File: src/sv/dwwp_pkg.sv
// Package for the distance weighted waypoint pick block.
// Holds payload structs, command/status codes, controller state and command structs.
`default_nettype none
package dwwp_pkg;

	typedef enum logic [1:0] {
		CMD_LOAD  = 2'd0,
		CMD_PICK  = 2'd1,
		CMD_CLEAR = 2'd2,
		CMD_NONE  = 2'd3
	} cmd_t;

	typedef enum logic [2:0] {
		ST_LOADED   = 3'd0,
		ST_PICKED   = 3'd1,
		ST_CLEARED  = 3'd2,
		ST_EMPTY    = 3'd3,
		ST_ZERO     = 3'd4,
		ST_FULL     = 3'd5,
		ST_RSVD6    = 3'd6,
		ST_RSVD7    = 3'd7
	} status_t;

	typedef struct packed {
		logic [1:0]         cmd;
		logic signed [23:0] pos_x;
		logic signed [23:0] pos_y;
		logic [31:0]        rand_frac;
	} in_item_t;

	typedef struct packed {
		logic signed [23:0] pick_x;
		logic signed [23:0] pick_y;
		logic [5:0]         pick_index;
		logic [2:0]         status;
		logic [6:0]         remaining;
	} out_item_t;

	localparam logic [15:0] EXPONENT_RESET = 16'd4096;

	typedef enum logic [3:0] {
		S_IDLE,
		S_WREAD,
		S_WSQ,
		S_WLOG,
		S_WMUL,
		S_WEXP,
		S_THR0,
		S_THR1,
		S_SREAD,
		S_SCHK,
		S_MREAD,
		S_MWRITE,
		S_DONE
	} state_t;

	// controller -> datapath
	typedef struct packed {
		logic latch_in;
		logic clr_idx;
		logic inc_idx;
		logic rd_wp;
		logic wr_load;
		logic sq;
		logic lg;
		logic mul;
		logic wexp;
		logic thr0;
		logic thr1;
		logic rd_w;
		logic cum;
		logic set_sel;
		logic set_last;
		logic rd_shift;
		logic wr_shift;
		logic dec_count;
		logic clr_count;
		logic res;
		logic [2:0] res_status;
	} dp_cmd_t;

	// datapath -> controller
	typedef struct packed {
		cmd_t cmd;
		logic empty;
		logic full;
		logic idx_last;
		logic zero;
		logic cum_gt;
		logic shift_done;
	} dp_stat_t;

endpackage
`default_nettype wire

File: src/sv/dwwp_ctrl.sv
// Controller state machine for the distance weighted waypoint pick block.
// Depends on dwwp_pkg; drives dwwp_dp through command/status structs.
`default_nettype none
module dwwp_ctrl
	import dwwp_pkg::*;
(
	input  wire logic     clk,
	input  wire logic     arst_n,
	input  wire logic     in_fire,
	input  wire logic     out_busy,
	input  wire dp_stat_t stat,
	output logic          in_ready,
	output logic          out_load,
	output dp_cmd_t       cmd_o
);

	state_t state_q, state_d;

	always_ff @(posedge clk or negedge arst_n) begin
		if (!arst_n) state_q <= S_IDLE;
		else state_q <= state_d;
	end

	always_comb begin
		state_d = state_q;
		unique case (state_q)
			S_IDLE: if (in_fire) state_d = S_DONE;
			S_DONE: begin
				if (!out_busy) begin
					state_d = S_IDLE;
					unique case (stat.cmd)
						CMD_PICK: if (!stat.empty) state_d = S_WREAD;
						CMD_NONE: state_d = S_IDLE;
						default: ;
					endcase
				end
			end
			S_WREAD: state_d = S_WSQ;
			S_WSQ:   state_d = S_WLOG;
			S_WLOG:  state_d = stat.zero ? S_IDLE : S_WMUL;
			S_WMUL:  state_d = S_WEXP;
			S_WEXP:  state_d = stat.idx_last ? S_THR0 : S_WREAD;
			S_THR0:  state_d = S_THR1;
			S_THR1:  state_d = S_SREAD;
			S_SREAD: state_d = S_SCHK;
			S_SCHK:  state_d = (stat.cum_gt || stat.idx_last) ? S_MREAD : S_SREAD;
			S_MREAD: state_d = S_MWRITE;
			S_MWRITE: state_d = stat.shift_done ? S_IDLE : S_MREAD;
			default: state_d = S_IDLE;
		endcase
	end

	always_comb begin
		cmd_o    = '0;
		in_ready = 1'b0;
		out_load = 1'b0;
		unique case (state_q)
			S_IDLE: begin
				in_ready = 1'b1;
				cmd_o.latch_in = in_fire;
			end
			S_DONE: begin
				cmd_o.clr_idx = 1'b1;
				if (!out_busy) begin
					unique case (stat.cmd)
						CMD_LOAD: begin
							out_load = 1'b1;
							cmd_o.res = 1'b1;
							if (stat.full) cmd_o.res_status = ST_FULL;
							else begin
								cmd_o.wr_load    = 1'b1;
								cmd_o.res_status = ST_LOADED;
							end
						end
						CMD_CLEAR: begin
							out_load = 1'b1;
							cmd_o.res = 1'b1;
							cmd_o.clr_count = 1'b1;
							cmd_o.res_status = ST_CLEARED;
						end
						CMD_PICK: if (stat.empty) begin
							out_load = 1'b1;
							cmd_o.res = 1'b1;
							cmd_o.res_status = ST_EMPTY;
						end
						default: ;
					endcase
				end
			end
			S_WREAD: cmd_o.rd_wp = 1'b1;
			S_WSQ:   cmd_o.sq = 1'b1;
			S_WLOG: begin
				cmd_o.lg = 1'b1;
				if (stat.zero) begin
					out_load = 1'b1;
					cmd_o.res = 1'b1;
					cmd_o.res_status = ST_ZERO;
				end
			end
			S_WMUL: cmd_o.mul = 1'b1;
			S_WEXP: begin
				cmd_o.wexp = 1'b1;
				if (stat.idx_last) cmd_o.clr_idx = 1'b1;
				else cmd_o.inc_idx = 1'b1;
			end
			S_THR0: cmd_o.thr0 = 1'b1;
			S_THR1: cmd_o.thr1 = 1'b1;
			S_SREAD: begin
				// coordinates ride along so the chosen entry is held before the shift
				cmd_o.rd_w  = 1'b1;
				cmd_o.rd_wp = 1'b1;
			end
			S_SCHK: begin
				cmd_o.cum = 1'b1;
				if (stat.cum_gt) cmd_o.set_sel = 1'b1;
				else if (stat.idx_last) cmd_o.set_last = 1'b1;
				else cmd_o.inc_idx = 1'b1;
			end
			S_MREAD: cmd_o.rd_shift = 1'b1;
			S_MWRITE: begin
				cmd_o.wr_shift = 1'b1;
				if (stat.shift_done) begin
					cmd_o.dec_count = 1'b1;
					out_load = 1'b1;
					cmd_o.res = 1'b1;
					cmd_o.res_status = ST_PICKED;
				end
			end
			default: ;
		endcase
	end

endmodule
`default_nettype wire

File: config.mk
export PLATFORM = sky130hd
export DESIGN_NAME = dwwp_ctrl
export DESIGN_NICKNAME = d
export VERILOG_FILES = /design/src/sv/dwwp_pkg.sv /design/src/sv/dwwp_ctrl.sv
export SDC_FILE = /design/constraint.sdc
export NUM_CORES = 1
export LEC_CHECK = 0
export ABC_AREA = 1
export BUFFER_PORTS_ARGS = -buffer_cell sky130_fd_sc_hd__buf_4
export CAP_MARGIN = 20
export CORE_MARGIN = 4
export CORE_UTILIZATION = 40
export CTS_CLUSTER_SIZE = 8
export DETAILED_ROUTE_END_ITERATION = 16
export GPL_ROUTABILITY_DRIVEN = 1
export GPL_TIMING_DRIVEN = 0
export PLACE_DENSITY_LB_ADDON = 0.15
export SLEW_MARGIN = 20
export SYNTH_ARGS = -nofsm -noshare
export SYNTH_HDL_FRONTEND = slang
export SYNTH_SLANG_ARGS = --single-unit
File: constraint.sdc
create_clock -name clk -period 1.6 [get_ports clk]
set_input_delay 0.24 -clock clk [delete_from_list [all_inputs] [get_ports clk]]
set_output_delay 0.24 -clock clk [all_outputs]
set_load 0.01 [all_outputs]
==> flow_metrics.tcl, run 1 <==
set metrics [dict create \
    fp.dieW_um 44.7 \
    synth-main-ff-cell "dfrtp_1" \
    worst_endpoint "cmd_o[1]" \
    ys_ff_latch 4 \
    yosysSeqAreaShare 0.186 \
    fp.dieH_um 44.7 \
    antenna_found_initial 0 \
    syn_area_um2 539 \
    place_area_um2 827 \
    outcome "stopped before the end" \
    postSynthAreaPerCell_um2 5.39 \
    cts_root_buf "clkbuf_4" \
    synth_adder_area_share 0 \
    rows 12 \
    syn_nets 112 \
    post-dp-hpwl_mm 1.38 \
    numPortBuffers 36 \
    synth_compound_area_frac 0.0835 \
    error_line "[ERROR DPL-0033] detailed placement checks failed during check placement." \
    routabilityCongestion 0.855 \
    worst-ep-kind "output port" \
    yosys.area_share.xor_xnor 0 \
    start_util 0.455 \
    clk_path_buf_depth 2 \
    synth-async-reset-ratio 1.00 \
    io_pins 37 \
    synth_mux_area_frac 0 \
    cts_made_buffers 3 \
    yosys.area_share.simple 0.571 \
    yosys_warnings 0 \
    synth_top_family_by_area "simple AND/OR/NAND/NOR gates" \
    grt_max_degree 7 \
    cts.sinks 4 \
    h-tree-depth 1 \
    synth_cell_type_count 17 \
    stop_stage "5_1_grt" \
    syn_inst 100 \
    synth_enable_flop_cells 0 \
]
## cell usage after synthesis, types with 2 or more instances
cell / instances / area [um2]
nor2_1: 17 / 63.8
o21ai_2: 2 / 17.5
inv_1: 18 / 67.6
nand2_1: 24 / 90.1
nand2_2: 4 / 25.0
nand3_1: 10 / 50.1
inv_2: 4 / 15.0
nor2_4: 3 / 33.8
nor3_1: 5 / 25.0
nor2_2: 2 / 12.5
dfrtp_1: 4 / 100
o21ai_0: 2 / 10.0
## through the flow
| stage | setup WS, ps | instances |
|---|---|---|
| 3_5_place_dp | 112 | 150 |
| 3_3_place_gp | 130 | 150 |
| 2_1_floorplan | 176 | 100 |
| 4_1_cts | 11.7 | 170 |
## repair_timing
action,CTS
pin swaps,6
resized for setup,11
setup endpoints to repair,9
setup buffers,16
endpoints found under the hold margin,4
hold buffers,1
## logic make-up after synthesis
family,Yosys count
AOI/OAI and AO/OA,7
and+or+nand+nor,66
DFF,4
buffers and inverters,23
==> run 2: changes to the inputs <==
--- a/config.mk
+++ b/config.mk
@@ -8,10 +8,9 @@
 export ABC_AREA = 1
 export BUFFER_PORTS_ARGS = -buffer_cell sky130_fd_sc_hd__buf_4
 export CAP_MARGIN = 20
-export CORE_MARGIN = 4
-export CORE_UTILIZATION = 40
-export CTS_CLUSTER_SIZE = 8
+export CORE_AREA = 4 4 65 67
 export DETAILED_ROUTE_END_ITERATION = 16
+export DIE_AREA = 0 0 69 71
 export GPL_ROUTABILITY_DRIVEN = 1
 export GPL_TIMING_DRIVEN = 0
 export PLACE_DENSITY_LB_ADDON = 0.15
==> run 2 against run 1 <==
  * The flow now finishes, with violations (setup timing)
  * Area after synthesis stayed put
  * Synthesized cell count stayed put
==> flow_metrics.tcl, run 2 <==
set metrics [dict create \
    detail_route.iter0.violations 27 \
    rows 22 \
    syn_area_um2 539 \
    crit_path_top_delay_cell "dfrtp_2" \
    cp-end-kind "output port" \
    ant_nets 0 \
    max_freq_ghz 0.616 \
    cp_cell_sequence "nor2_4 -> nand2_2 -> nor2_4 -> o21ai_2 -> nor2_1 -> buf_4" \
    clk_path_buf_depth 2 \
    syn_nets 112 \
    synth-main-ff-cell "dfrtp_1" \
    setup_viol 1 \
    synth-async-reset-ratio 1.00 \
    period_share 1.01 \
    postSynthAreaPerCell_um2 5.39 \
    critical_path.max_stage_delay_ps 430 \
    setup_tns_ps -23.8 \
    fp.dieArea_mm2 0.00490 \
    area_delta_synth_final_pct 108 \
    synth_enable_flop_cells 0 \
    core_mm2 0.00363 \
    syn_inst 100 \
    fp.dieW_um 69 \
    finClkSkew_ps 3.61 \
    p_per_area_mw_per_mm2 1570 \
    ys_ff_latch 4 \
    path_max_fanout 5 \
    slew_headroom 0.806 \
    synthTopCellsByArea "dfrtp_1 19%, nand2_1 17%, inv_1 13%" \
    routabilityCongestion 0.793 \
    antenna_found_initial 0 \
    largest_reg_flops 4 \
    fin_cells 201 \
    synth_top_area_frac 0.186 \
    crit_required_ps 1360 \
    routed_wl_mm 2.08 \
    fillers 432 \
    fp.dieH_um 71 \
    routed_via_density 3.93 \
    hold_violations 0 \
    worst_slack_ps -23.8 \
    period_needed_ps 1620 \
    synth_cell_type_count 17 \
    synth_area_leader_cell "dfrtp_1" \
    yosysMostFrequentCell "nand2_1" \
    crit_type "flop to output port" \
    yosys-top-cells-count "24 x nand2_1, 18 x inv_1, 17 x nor2_1, 10 x nand3_1, 5 x nor3_1" \
    start_util 0.148 \
    worst_slew_pin_slew_ps 288 \
    cts.sinks 4 \
    fin_util 0.309 \
    diodes 0 \
    cts_made_buffers 3 \
    layout-drive-gt1-share 0.608 \
    grtUsageTotal 0.0831 \
    multi_input_area_um2 442 \
    yosys_warnings 0 \
    wl_per_cell_um 10.3 \
    first_pass_iters 4 \
    clk-insertion-delay-late_ps 220 \
    io_pins 37 \
    route.detailed.drc 0 \
    violations "setup timing" \
    grt_max_degree 7 \
    h-tree-depth 1 \
    drv_cap 0 \
    critPathTopFamily "simple AND/OR/NAND/NOR gates" \
    hold_class "primary input to async pin" \
    drv_slew 0 \
    regArea_um2 105 \
    p_leak_uw 0.000649 \
    cp.arrival_ps 1380 \
    cp-start-kind "flop" \
    ir_drop_mv 0.556 \
    final_common_cell "buf_4" \
    grt_pass1_wl_mm 3.44 \
    yosysSeqAreaShare 0.186 \
    outcome "finished, violations left" \
    num_vias 790 \
    numPortBuffers 36 \
    rsz0062_at_grt "yes" \
    cts_tree "yes" \
    regMostFlops "state_q" \
    clkTransAtPathRegs_ps 30 \
    layout_common_cells "46 x buf_4, 20 x nand2_1, 14 x inv_1" \
    path_buf_inv 1 \
    fin_nets 167 \
    crit_top_cell "nor2_4" \
    dpl.cell_count 184 \
    reg_top3 "state_q (4)" \
    post-dp-hpwl_mm 1.69 \
    globalRoute.totalOverflow 0 \
    cts_root_buf "clkbuf_8" \
    grt_pass1_vias 798 \
]
run 2: cell counts after synthesis:
Identical to the previous run, type by type.
run 2: through the flow:
step	instance area, um2	hold slack, ps	total power, uW	worst slack, ps
after floorplan	539	-55.6	807	176
after global placement	870	37.6	1180	38.0
after detailed placement	870	39.7	1170	60.1
after CTS	1000	351	1560	-36.7
after global routing	1120	381	1930	-103
final	1120	353	1770	-23.8
run 2: layout make-up:
type                       instances  share of cell area
clock buffer                       3              0.0367
inverter                          23              0.0768
multi-input combinational         73               0.393
sequential                         4              0.0935
tap                               48              0.0535
timing repair buffer              50               0.346
run 2: report_power, final:
part	leakage (uW)	internal, uW	switching, uW
logic	0.000582	593	708
registers	0.0000450	164	91.7
clock network	0.0000216	160	52.1
run 2: final timing paths:
path	from	to	slack, ps	cells past startpoint
min reg2reg	state_q[1]$_DFFE_PN0P_	state_q[3]$_DFFE_PN0P_	660	3
max reg2reg	state_q[1]$_DFFE_PN0P_	state_q[3]$_DFFE_PN0P_	290	9
max in group asynchronous	arst_n	state_q[0]$_DFFE_PN0P_	1130	2
max	state_q[0]$_DFFE_PN0P_	cmd_o[1]	-20	6
min	arst_n	state_q[3]$_DFFE_PN0P_	350	2
min in group clk	out_busy	state_q[3]$_DFFE_PN0P_	360	3
run 2: per-layer routing:
layer  up-vias  GRT usage  wire [um]
li1        414          -          -
met5         -          0          0
met3         3     0.0185        116
met1       350      0.106        963
met2        23      0.139        977
met4         0     0.0260         18
run 2: cell families after synthesis:
family	count (synthesis)	synth area share
compound gates	7	0.0835
flops	4	0.186
simple gates	66	0.571
buf+inv	23	0.160
run 2: repair_timing:
item                       CTS  global route
gates resized for setup     11            25
setup endpoints to repair   15            15
pin swaps                    1            12
hold endpoints to repair     4             0
buffers inserted             7             6
hold buffers                 1             0
Note: power is estimated with default switching activity, not from simulation.
